**src/hdl/dps_pkg.sv**
```systemverilog
// Package for the dynamic priority scheduler.
// Holds the command codes, the slot and command types, and the per-tick slot update.
// No dependencies.
package dps_pkg;

  localparam logic CMD_LOAD = 1'b0;
  localparam logic CMD_TICK = 1'b1;

  // Best candidate handed along the chain of slot cells
  typedef struct packed {
    logic       vld;
    logic [2:0] prio;
    logic [3:0] rtime;
  } cand_t;

  // Write command broadcast to every slot cell
  typedef struct packed {
    logic       load;
    logic       tick;
    logic [2:0] prio;
    logic [3:0] rtime;
  } upd_t;

  typedef struct packed {
    logic [2:0] prio;
    logic [3:0] rtime;
    logic       fin;
  } ent_t;

  // Slot contents after it has been picked by a tick
  function automatic ent_t tick_entry(logic [2:0] prio, logic [3:0] rtime);
    ent_t e;
    e.prio  = prio;
    e.rtime = rtime;
    e.fin   = 1'b0;
    if (rtime != 4'd0 && prio != 3'd0) begin
      e.rtime = rtime - 4'd1;
      e.prio  = prio - 3'd1;
    end else if (rtime != 4'd0) begin
      e.rtime = rtime - 4'd1;
    end else begin
      e.prio = 3'd0;
      e.fin  = 1'b1;
    end
    return e;
  endfunction

endpackage

```
**src/hdl/dps_cell.sv**
```systemverilog
// One task slot of the scheduler: priority, remaining time and ready flag.
// Passes the better of its own entry and the incoming candidate to the next cell.
// Depends on dps_pkg.
module dps_cell #(
  parameter int unsigned IDX_W    = 3,
  parameter int unsigned CELL_IDX = 0
) (
  input  logic                 clk_i,
  input  logic                 rst_ni,
  input  dps_pkg::upd_t        upd_i,
  input  logic [IDX_W-1:0]     sel_idx_i,
  input  dps_pkg::cand_t       cand_i,
  input  logic [IDX_W-1:0]     cand_idx_i,
  output dps_pkg::cand_t       cand_o,
  output logic [IDX_W-1:0]     cand_idx_o,
  output logic                 ready_o
);
  import dps_pkg::*;

  logic [2:0]       prio_q, prio_d;
  logic [3:0]       time_q, time_d;
  logic             rdy_q, rdy_d;
  cand_t            cand_q, cand_d;
  logic [IDX_W-1:0] cidx_q, cidx_d;
  logic             hit;
  ent_t             nxt;

  assign hit = (sel_idx_i == IDX_W'(CELL_IDX));
  assign nxt = tick_entry(prio_q, time_q);

  always_comb begin
    prio_d = prio_q;
    time_d = time_q;
    rdy_d  = rdy_q;
    if (hit && upd_i.load) begin
      prio_d = upd_i.prio;
      time_d = upd_i.rtime;
      rdy_d  = 1'b1;
    end else if (hit && upd_i.tick) begin
      prio_d = nxt.prio;
      time_d = nxt.rtime;
      rdy_d  = ~nxt.fin;
    end
  end

  // strictly greater wins, so lower indices keep ties
  always_comb begin
    cand_d = cand_i;
    cidx_d = cand_idx_i;
    if (rdy_q && (!cand_i.vld || prio_q > cand_i.prio)) begin
      cand_d.vld   = 1'b1;
      cand_d.prio  = prio_q;
      cand_d.rtime = time_q;
      cidx_d       = IDX_W'(CELL_IDX);
    end
  end

  always_ff @(posedge clk_i or negedge rst_ni) begin
    if (!rst_ni) begin
      prio_q <= '0;
      time_q <= '0;
      rdy_q  <= 1'b0;
      cand_q <= '0;
    end else begin
      prio_q <= prio_d;
      time_q <= time_d;
      rdy_q  <= rdy_d;
      cand_q <= cand_d;
    end
  end

  always_ff @(posedge clk_i) begin
    cidx_q <= cidx_d;
  end

  assign cand_o     = cand_q;
  assign cand_idx_o = cidx_q;
  assign ready_o    = rdy_q;

endmodule

```
**src/hdl/dynamic_priority_scheduler_top.sv**
```systemverilog
// Dynamic priority scheduler: top level with sequencer and the chain of slot cells.
// Depends on dps_pkg and dps_cell.
//
// Usage:
//   Input channel (in_valid_i/in_ready_o) carries one transaction per command:
//   a load writes priority and run time into one slot and marks it ready; a tick
//   picks the ready slot of highest priority (lowest index on ties) and ages it.
//   Output channel (out_valid_o/out_ready_i) returns one transaction per command.
//   A load goes from acceptance through the apply and done states to the
//   output register; a tick first passes a scan state, in which the
//   candidate sweeps one cell per cycle along the row of SLOTS cells.
//   One command is in flight at a time: the next is accepted only once the
//   sequencer is back in idle after the result write of the last one.
//   A result waits in the output register while the receiver stalls; the next
//   command is still accepted and worked on, and holds before its result
//   write until the output register is free.
//   Reset clears all slots to not ready with zero priority and time.
module dynamic_priority_scheduler_top #(
  parameter int unsigned SLOTS = 8
) (
  input  logic       clk_i,
  input  logic       rst_ni,
  input  logic       in_valid_i,
  output logic       in_ready_o,
  input  logic       cmd_i,
  input  logic [2:0] slot_i,
  input  logic [2:0] priority_req_i,
  input  logic [3:0] run_time_i,
  output logic       out_valid_o,
  input  logic       out_ready_i,
  output logic [2:0] chosen_slot_o,
  output logic [3:0] time_left_o,
  output logic [2:0] prio_now_o,
  output logic       finished_o,
  output logic       all_done_o
);
  import dps_pkg::*;

  localparam int unsigned IDX_W = (SLOTS > 1) ? $clog2(SLOTS) : 1;

  typedef enum logic [3:0] {
    ST_IDLE  = 4'b0001,
    ST_SCAN  = 4'b0010,
    ST_APPLY = 4'b0100,
    ST_DONE  = 4'b1000
  } state_e;

  state_e           state_q, state_d;
  logic [IDX_W-1:0] cnt_q, cnt_d;

  logic             cmd_q;
  logic [2:0]       slot_q;
  logic [2:0]       prio_q;
  logic [3:0]       time_q;

  logic             win_vld_q;
  logic [IDX_W-1:0] win_idx_q;
  logic [2:0]       win_prio_q;
  logic [3:0]       win_time_q;

  logic [2:0]       res_slot_q;
  logic [3:0]       res_time_q;
  logic [2:0]       res_prio_q;
  logic             res_fin_q;

  logic             out_vld_q;
  logic [2:0]       out_slot_q;
  logic [3:0]       out_time_q;
  logic [2:0]       out_prio_q;
  logic             out_fin_q;
  logic             out_done_q;

  cand_t            chain [SLOTS+1];
  logic [IDX_W-1:0] chain_idx [SLOTS+1];
  logic [SLOTS-1:0] rdy;

  upd_t             upd;
  logic [IDX_W-1:0] sel_idx;
  logic             slot_ok;
  logic             in_fire;
  logic             out_free;
  ent_t             nxt;

  assign in_ready_o = (state_q == ST_IDLE);
  assign in_fire    = in_valid_i && in_ready_o;
  assign out_free   = !out_vld_q || out_ready_i;
  assign slot_ok    = ({4'd0, slot_q} < 7'(SLOTS));
  assign nxt        = tick_entry(win_prio_q, win_time_q);

  assign chain[0]     = '0;
  assign chain_idx[0] = '0;

  for (genvar g = 0; g < SLOTS; g++) begin : g_cell
    dps_cell #(
      .IDX_W    (IDX_W),
      .CELL_IDX (g)
    ) u_cell (
      .clk_i      (clk_i),
      .rst_ni     (rst_ni),
      .upd_i      (upd),
      .sel_idx_i  (sel_idx),
      .cand_i     (chain[g]),
      .cand_idx_i (chain_idx[g]),
      .cand_o     (chain[g+1]),
      .cand_idx_o (chain_idx[g+1]),
      .ready_o    (rdy[g])
    );
  end

  always_comb begin
    upd.load  = (state_q == ST_APPLY) && (cmd_q == CMD_LOAD) && slot_ok;
    upd.tick  = (state_q == ST_APPLY) && (cmd_q == CMD_TICK) && win_vld_q;
    upd.prio  = prio_q;
    upd.rtime = time_q;
    sel_idx   = (cmd_q == CMD_LOAD) ? IDX_W'(slot_q) : win_idx_q;
  end

  always_comb begin
    state_d = state_q;
    cnt_d   = cnt_q;
    case (state_q)
      ST_IDLE: begin
        cnt_d = '0;
        if (in_fire) begin
          state_d = (cmd_i == CMD_TICK) ? ST_SCAN : ST_APPLY;
        end
      end
      ST_SCAN: begin
        cnt_d = cnt_q + 1'b1;
        if (cnt_q == IDX_W'(SLOTS - 1)) begin
          state_d = ST_APPLY;
        end
      end
      ST_APPLY: state_d = ST_DONE;
      ST_DONE: begin
        if (out_free) begin
          state_d = ST_IDLE;
        end
      end
      default: state_d = ST_IDLE;
    endcase
  end

  always_ff @(posedge clk_i or negedge rst_ni) begin
    if (!rst_ni) begin
      state_q   <= ST_IDLE;
      cnt_q     <= '0;
      out_vld_q <= 1'b0;
    end else begin
      state_q <= state_d;
      cnt_q   <= cnt_d;
      if (state_q == ST_DONE && out_free) begin
        out_vld_q <= 1'b1;
      end else if (out_ready_i) begin
        out_vld_q <= 1'b0;
      end
    end
  end

  always_ff @(posedge clk_i) begin
    if (in_fire) begin
      cmd_q  <= cmd_i;
      slot_q <= slot_i;
      prio_q <= priority_req_i;
      time_q <= run_time_i;
    end
    if (state_q == ST_SCAN && cnt_q == IDX_W'(SLOTS - 1)) begin
      win_vld_q  <= chain[SLOTS].vld;
      win_idx_q  <= chain_idx[SLOTS];
      win_prio_q <= chain[SLOTS].prio;
      win_time_q <= chain[SLOTS].rtime;
    end
    if (state_q == ST_APPLY) begin
      res_fin_q <= 1'b0;
      if (cmd_q == CMD_LOAD) begin
        res_slot_q <= slot_q;
        res_time_q <= slot_ok ? time_q : 4'd0;
        res_prio_q <= slot_ok ? prio_q : 3'd0;
      end else if (win_vld_q) begin
        res_slot_q <= 3'(win_idx_q);
        res_time_q <= nxt.rtime;
        res_prio_q <= nxt.prio;
        res_fin_q  <= nxt.fin;
      end else begin
        res_slot_q <= 3'd0;
        res_time_q <= 4'd0;
        res_prio_q <= 3'd0;
      end
    end
    if (state_q == ST_DONE && out_free) begin
      out_slot_q <= res_slot_q;
      out_time_q <= res_time_q;
      out_prio_q <= res_prio_q;
      out_fin_q  <= res_fin_q;
      out_done_q <= ~|rdy;
    end
  end

  assign out_valid_o   = out_vld_q;
  assign chosen_slot_o = out_slot_q;
  assign time_left_o   = out_time_q;
  assign prio_now_o    = out_prio_q;
  assign finished_o    = out_fin_q;
  assign all_done_o    = out_done_q;

endmodule
```
**config.mk**
```make
export PLATFORM = sky130hd
export DESIGN_NAME = dynamic_priority_scheduler_top
export DESIGN_NICKNAME = d
export VERILOG_FILES = /design/src/hdl/dps_pkg.sv /design/src/hdl/dps_cell.sv /design/src/hdl/dynamic_priority_scheduler_top.sv
export SDC_FILE = /design/constraint.sdc
export NUM_CORES = 1
export LEC_CHECK = 0
export BUFFER_PORTS_ARGS = -buffer_cell sky130_fd_sc_hd__buf_2
export CORE_ASPECT_RATIO = 0.9
export CORE_UTILIZATION = 25
export DETAILED_ROUTE_END_ITERATION = 6
export MAX_ROUTING_LAYER = met4
export PLACE_DENSITY = 0.46
export RECOVER_POWER = 100
export SLEW_MARGIN = 20
export SYNTH_ARGS = -nofsm -noshare
export SYNTH_HDL_FRONTEND = slang
export SYNTH_HIERARCHICAL = 1
export SYNTH_SLANG_ARGS = --single-unit
```
**constraint.sdc**
```tcl
create_clock -name clk_i -period 3.4 [get_ports clk_i]
set_clock_uncertainty 0.05 [all_clocks]
set_input_delay 0.17 -clock clk_i [delete_from_list [all_inputs] [get_ports clk_i]]
set_output_delay 0.17 -clock clk_i [all_outputs]
set_load 0.01 [all_outputs]
```
==> reports/metrics.csv, run 1 <==
stage;metric;value;unit
clock_tree;cts_made_buffers;24;
synthesis;yosysWarningCount;6;
cells_and_area;drive_gt1_share;16.2;%
synthesis;yosys_most_used_dff;dfrtp_1;
grt;grt_pass1_vias;7134;
timing;period_share;89.9;%
placement;hpwl;17300;um
setup_path;cp.required;3740;ps
grt;antenna_found_initial;0;
setup_path;critPathLaunch;cmd_q$_DFFE_PP_;
route;num_vias;7146;
clock_tree;htreeDepth;1;
clock_tree;cts_sinks;205;
route;wl_per_cell;16.5;um
clock_tree;postCtsSetupBuffers;0;
clock_tree;postCtsHoldBufs;14;
route;first_iter_violations;474;
route;drc_errors;0;
placement;place_area;11500;um^2
run_status;violations;max-capacitance violations, max-slew violations;
floorplanning;die_w;218;um
cells_and_area;mostFrequentLayoutCells;dfrtp_1, inv_1, ha_1;
synthesis;postSynthAreaPerCell;11.4;um^2
cells_and_area;final_common_cell;dfrtp_1;
run;drv_cap;7;
floorplanning;die_y;196;um
timing;max-slew-margin-rel;-51.8;%
timing;setup_viol_count_final;0;
placement;globalplace.congestion;0.795;
route;routed_wl;25700;um
power;power_density;582;nW/um^2
route;via_per_inst;4.59;
run_status;status;complete, but fails checks;
synthesis;synthCells;916;
clock_tree;insertion_delay;510;ps
setup_path;critPathLaunchType;flop;
grt;grt_usage;12.7;%
timing;finalHoldViolCount;0;
cells_and_area;area_growth;16.5;%
timing;rsz0062_at_grt;no;
min_path;holdCritStartpoint;run_time_i[0];
floorplanning;io_pins;29;
setup_path;crit_path_end_kind;flop;
clock_tree;cts-root-buf;clkbuf_16;
setup_path;crit_type;reg2reg;
grt;grt_overflow;0;
synthesis;ys_seq_area_share;50.1;%
cells_and_area;fin_area;12200;um^2
timing;finalSetupTns;0;ps
setup_path;timing.rr.start;cmd_q$_DFFE_PP_;
synthesis;ys_ff_latch;205;
timing;maxSlewViolCount;150;
timing;finalCriticalPeriod;3060;ps
synthesis;syn_area;10500;um^2
placement;portBuffers;28;
clock_tree;ctsResizeCount;0;
timing;tightestPinTransition;2280;ps
min_path;min_path_type;in2reg;
floorplanning;fp.coreArea;40900;um^2
grt;grt_pass1_wl;41500;um
route;first_pass_iters;5;
floorplanning;start_util;25.6;%
setup_path;cp.arrival;3400;ps
setup_path;path_max_fanout;24;
power;leakage;4.87;nW
clock_tree;cts_tree;done;
synthesis;synth-edff-count;45;
timing;fmax;327;MHz
floorplanning;row_count;70;
grt;grt_max_degree;85;
clock_tree;clk_pin_slew;60;ps
synthesis;ys_async_sr_fraction;66.3;%
clock_tree;cts_buffer_depth;3;
cells_and_area;antenna_cells;0;
cells_and_area;nets;1074;
synthesis;synthDistinctLibCells;80;
power;ir_worst_vdd;0.274;mV
floorplanning;dieArea;42600;um^2
route;drtAntennaViolNets;0;
## Yosys cell counts, drive strengths merged, types with 2 or more instances
cell       n  share of area (%)
buf       12               0.73
dfrtp    135                 32
o21ai     58                2.8
o2bb2ai    6               0.50
clkbuf     9               0.35
nand2b    12               0.72
or4b       8               0.87
a22oi      7               0.50
o22ai     14               0.84
a21boi    12                1.4
a2bb2oi   12                1.0
inv       80                2.9
nor3b     17                1.5
nor3      12               0.93
a31oi      8               0.48
nand3     24                1.2
nor2      46                1.7
a22o       9               0.75
ha        61                7.3
nand2     35                1.3
or2       29                1.7
and3b      3               0.25
edfxtp    45                 13
mux2i     28                2.7
and3       2               0.12
and2       5               0.37
nor4       6               0.54
mux2      53                6.0
nand3b     4               0.29
o211ai     8               0.57
or4        2               0.14
xnor2      3               0.25
nor4b      6               0.56
nor2b     24                1.6
a21o       3               0.23
nand4bb    2               0.22
or3        2               0.12
a211oi    12               0.86
o311ai    11                1.2
o41ai      3               0.47
a21oi     36                1.8
dfxtp     24                4.6
nand4      9               0.54
or3b       8               0.72
nand4b     3               0.25
## worst max-delay path: stages (launching register included)
cell and delay (ps):
edfxtp_1 640, clkbuf_1 390, o21ai_1 130, clkbuf_2 410, or3_1 580, nor3_4 330
o21ai_0 140, a22o_1 250
## report_power, final
group / total, mW / internal (mW) / switching [mW]
clock: 2.57 / 1.55 / 1.02
sequential: 3.24 / 2.88 / 0.357
combinational: 1.29 / 0.586 / 0.700
## metrics by stage
stage / cells / hold slack (ps) / util (%) / setup slack [ps] / power, mW
global placement: 1498 / 267 / 28.0 / 648 / 4.66
floorplan: 929 / -176 / - / 294 / 4.13
detailed placement: 1498 / 276 / 28.0 / 602 / 4.68
global route: 1556 / 301 / 29.8 / 178 / 7.50
finish: 1556 / 316 / 29.8 / 342 / 7.09
CTS: 1556 / 289 / 30.3 / 584 / 7.30
## final timing paths
kind | to | slack, ps | depth (start not counted)
max | g_cell[0].u_cell/time_q[3]$_DFFE_PN0P_ | 340 | 7
min | time_q[0]$_DFFE_PP_ | 320 | 2
max reg2reg | g_cell[0].u_cell/time_q[3]$_DFFE_PN0P_ | 340 | 7
min reg2reg | win_idx_q[0]$_DFFE_PP_ | 350 | 0
max in group asynchronous | g_cell[7].u_cell/time_q[2]$_DFFE_PN0P_ | 1140 | 2
min in group asynchronous | g_cell[3].u_cell/cand_o[5]$_DFF_PN0_ | 830 | 2
## per-layer routing
metal	GRT usage, %	vias to the layer above	part of all wire, %
met5	-	-	0
met4	3.42	0	2.5
met3	1.63	43	3.2
met2	18.4	119	44
met1	18.3	3485	51
li1	-	3499	-
## layout make-up
class                   count  area, um^2
repair buffers             64         448
multi-input cells         623        4720
well taps                 540         676
flip-flops and latches    205        5240
clock buffers              33         717
fillers                  4253       28700
inverters                  80         300
clock inverters            11        80.1
## flip-flops by register name, indices dropped and copies added, names as in the netlist, 4 cells and up
register / cells
state_q: 4
g_cell.u_cell/cand_idx_o: 24
res_time_q: 4
g_cell.u_cell/ready_o: 8
time_left_o: 4
win_time_q: 4
time_q: 4
g_cell.u_cell/prio_q: 24
g_cell.u_cell/cand_o: 64
g_cell.u_cell/time_q: 32
## cells by family (layout without fill, tap and decap cells)
| family | Yosys count | in the layout | synth area share (%) |
|---|---|---|---|
| mux | 81 | 81 | 8.64 |
| simple gates | 262 | 262 | 16.0 |
| compound gates | 202 | 202 | 13.8 |
| buf+inv | 101 | 188 | 3.95 |
| xor+xnor | 3 | 3 | 0.251 |
| flops | 205 | 205 | 50.1 |
| fa+ha+maj | 61 | 61 | 7.30 |
| other cells | 1 | 14 | 0.0359 |
Power figures use the tool's default switching activity.
==> run 2: changes to the inputs <==
Settings changed: CORE_UTILIZATION 25 to 56, PLACE_DENSITY 0.46 to 0.82, RECOVER_POWER 100 to default, SKIP_LAST_GASP from default to 1.
==> reports/metrics.csv, run 2 (synthesis results as in run 1) <==
stage;metric;value;unit;change
power;sequentialPowerShare;46.9;%;+1.2 points
setup_path;rr_worst_depth;7;;unchanged
clock_tree;cts_sinks;205;;unchanged
floorplanning;io_pins;29;;unchanged
timing;finalCriticalPeriod;2810;ps;-252 ps
power;leakage;4.90;nW;+0.55%
clock_tree;cts-root-buf;clkbuf_16;;
grt;grt_pass1_vias;7292;;+2.2%
setup_path;crit_path_top_delay_cell;or4b_1;;
grt;grt_usage;25.4;%;+13 points
run;drv_cap;0;;-7
timing;period_share;82.5;%;-7.4 points
clock_tree;clk_pin_slew;60;ps;about the same
route;routed_wl;23300;um;-9.2%
setup_path;cp.arrival;3130;ps;-270 ps
route;wl_per_cell;18.8;um;+14%
power;swShare;29.2;%;-0.057 points
cells_and_area;area_growth;13.1;%;
placement;globalplace.congestion;0.851;;+7.1%
grt;antenna_found_initial;0;;unchanged
clock_tree;ctsResizeCount;0;;unchanged
setup_path;worstReg2RegEnd;g_cell[4].u_cell/prio_q[1]$_DFFE_PN0P_;;
power;p_total;6.90;mW;-2.7%
clock_tree;cts_made_buffers;20;;-17%
floorplanning;row_count;47;;-33%
route;first_pass_iters;5;;unchanged
cells_and_area;nets;1061;;-1.2%
setup_path;cp.required;3720;ps;-20 ps
clock_tree;insertion_delay;490;ps;-20 ps
cells_and_area;antenna_cells;0;;unchanged
placement;portBuffers;28;;unchanged
timing;maxSlewViolCount;0;;-100%
timing;max-slew-margin-rel;33.7;%;+86 points
clock_tree;htreeDepth;1;;unchanged
cells_and_area;largest_reg_flops;64;;unchanged
power;power_density;583;nW/um^2;+0.19%
timing;setup_viol_count_final;0;;unchanged
clock_tree;cts_tree;done;;
clock_tree;cts_buffer_depth;3;;unchanged
timing;tightestPinTransition;991;ps;-1290 ps
floorplanning;dieArea;19200;um^2;-55%
route;via_per_inst;5.92;;+29%
timing;worst_hold_slack;284;ps;-31.7 ps
timing;finalSetupTns;0;ps;unchanged
floorplanning;start_util;57.0;%;+31 points
setup_path;max_stage_delay;730;ps;+90 ps
run_status;status;completed;;
min_path;min_path_type;in2async;;
setup_path;timing.rr.start;state_q[1]$_DFFE_PN0P_;;
route;num_vias;7364;;+3.1%
floorplanning;die_w;146;um;-33%
cells_and_area;drive_gt1_share;21.0;%;+4.8 points
timing;rsz0062_at_grt;no;;
setup_path;r2r_slack;590;ps;+250 ps
clock_tree;postCtsSetupBuffers;0;;unchanged
placement;hpwl;15300;um;-12%
power;combPwrFrac;19.8;%;+1.7 points
timing;finalHoldViolCount;0;;unchanged
power;ir_worst_vdd;0.397;mV;+45%
setup_path;crit_type;reg2reg;;
grt;grt_max_degree;87;;+2.4%
grt;grt_pass1_wl;37400;um;-9.9%
setup_path;path_max_fanout;51;;+110%
route;drtAntennaViolNets;0;;unchanged
power;clockPowerShare;33.3;%;-2.9 points
power;switching_power;2.02;mW;-2.9%
route;first_iter_violations;453;;-4.4%
setup_path;path_cells;or4b_1 > nor2_4 > buf_12 > nor4bb_4 > or3b_1 > a2bb2oi_1 > mux2i_1;;
power;p_int;4.88;mW;-2.7%
timing;fmax;356;MHz;+9.0%
floorplanning;fp.coreArea;18300;um^2;-55%
cells_and_area;mostFrequentLayoutCells;dfrtp_1, inv_1, ha_1;;
grt;grt_overflow;0;;unchanged
clock_tree;postCtsHoldBufs;14;;unchanged
setup_path;critPathLaunchType;flop;;
floorplanning;die_y;132;um;-33%
setup_path;crit_path_end_kind;flop;;
cells_and_area;final_common_cell;dfrtp_1;;
route;drc_errors;0;;unchanged
-- run 2: cell types whose count changed in the layout (fill, tap and decap cells not counted), sizes merged --
cell / previous run / this run
clkbuf: 57 / 27
clkinv: 9 / 6
buf: 26 / 41
bufinv: 1 / 2
-- run 2: area by class of cell --
class                           count  area, um^2
Tap cell                          245         307
Sequential cell                   205        5240
Multi-Input combinational cell    623        4870
Timing Repair Buffer               55         422
Clock inverter                      9        97.6
Fill cell                        1379        6520
Inverter                           80         300
Clock buffer                       27         589
-- run 2: layer usage --
layer | track usage [%] | vias to the layer above | part of all wire (%)
li1 | - | 3452 | -
met1 | 31.9 | 3609 | 42
met2 | 41.7 | 236 | 49
met3 | 3.99 | 67 | 5.9
met4 | 9.26 | 0 | 3.4
met5 | - | - | 0
-- run 2: worst max-delay path by stage --
stage / start / end / cells past startpoint
2_1_floorplan: cmd_q$_DFFE_PP_ / g_cell[7].u_cell/time_q[3]$_DFFE_PN0P_ / 6
3_3_place_gp: cmd_q$_DFFE_PP_ / g_cell[6].u_cell/prio_q[0]$_DFFE_PN0P_ / 5
3_5_place_dp: cmd_q$_DFFE_PP_ / g_cell[6].u_cell/prio_q[0]$_DFFE_PN0P_ / 5
4_1_cts: cmd_q$_DFFE_PP_ / g_cell[6].u_cell/prio_q[0]$_DFFE_PN0P_ / 5
5_1_grt: state_q[1]$_DFFE_PN0P_ / g_cell[4].u_cell/prio_q[1]$_DFFE_PN0P_ / 7
6_report: state_q[1]$_DFFE_PN0P_ / g_cell[4].u_cell/prio_q[1]$_DFFE_PN0P_ / 7
-- run 2: stage by stage --
| stage | worst slack (ps) | area (um^2) | instances | utilization, % |
|---|---|---|---|---|
| after floorplan | 294 | 10500 | 929 | - |
| after global placement | 733 | 11000 | 1194 | 59.9 |
| after detailed placement | 647 | 11000 | 1194 | 59.9 |
| after CTS | 654 | 11800 | 1244 | 64.4 |
| after global routing | 486 | 11800 | 1244 | 64.5 |
| final | 594 | 11800 | 1244 | 64.5 |
-- run 2: critical path: cells and delay by family, from the launching register on --
family                 cells  cell delay [ps]
buffers and inverters      1              280
muxes                      1               90
AOI/OAI and AO/OA          1              180
and+or+nand+nor            4             1550
DFF                        1              530
-- run 2: power by group through the flow --
stage               logic [mW]  clock network (mW)  registers (mW)
global route              1.50                2.42            3.27
floorplan                 1.03                   0            3.10
CTS                       1.36                2.33            3.23
global placement          1.28                   0            3.25
detailed placement        1.33                   0            3.27
finish                    1.37                2.29            3.24
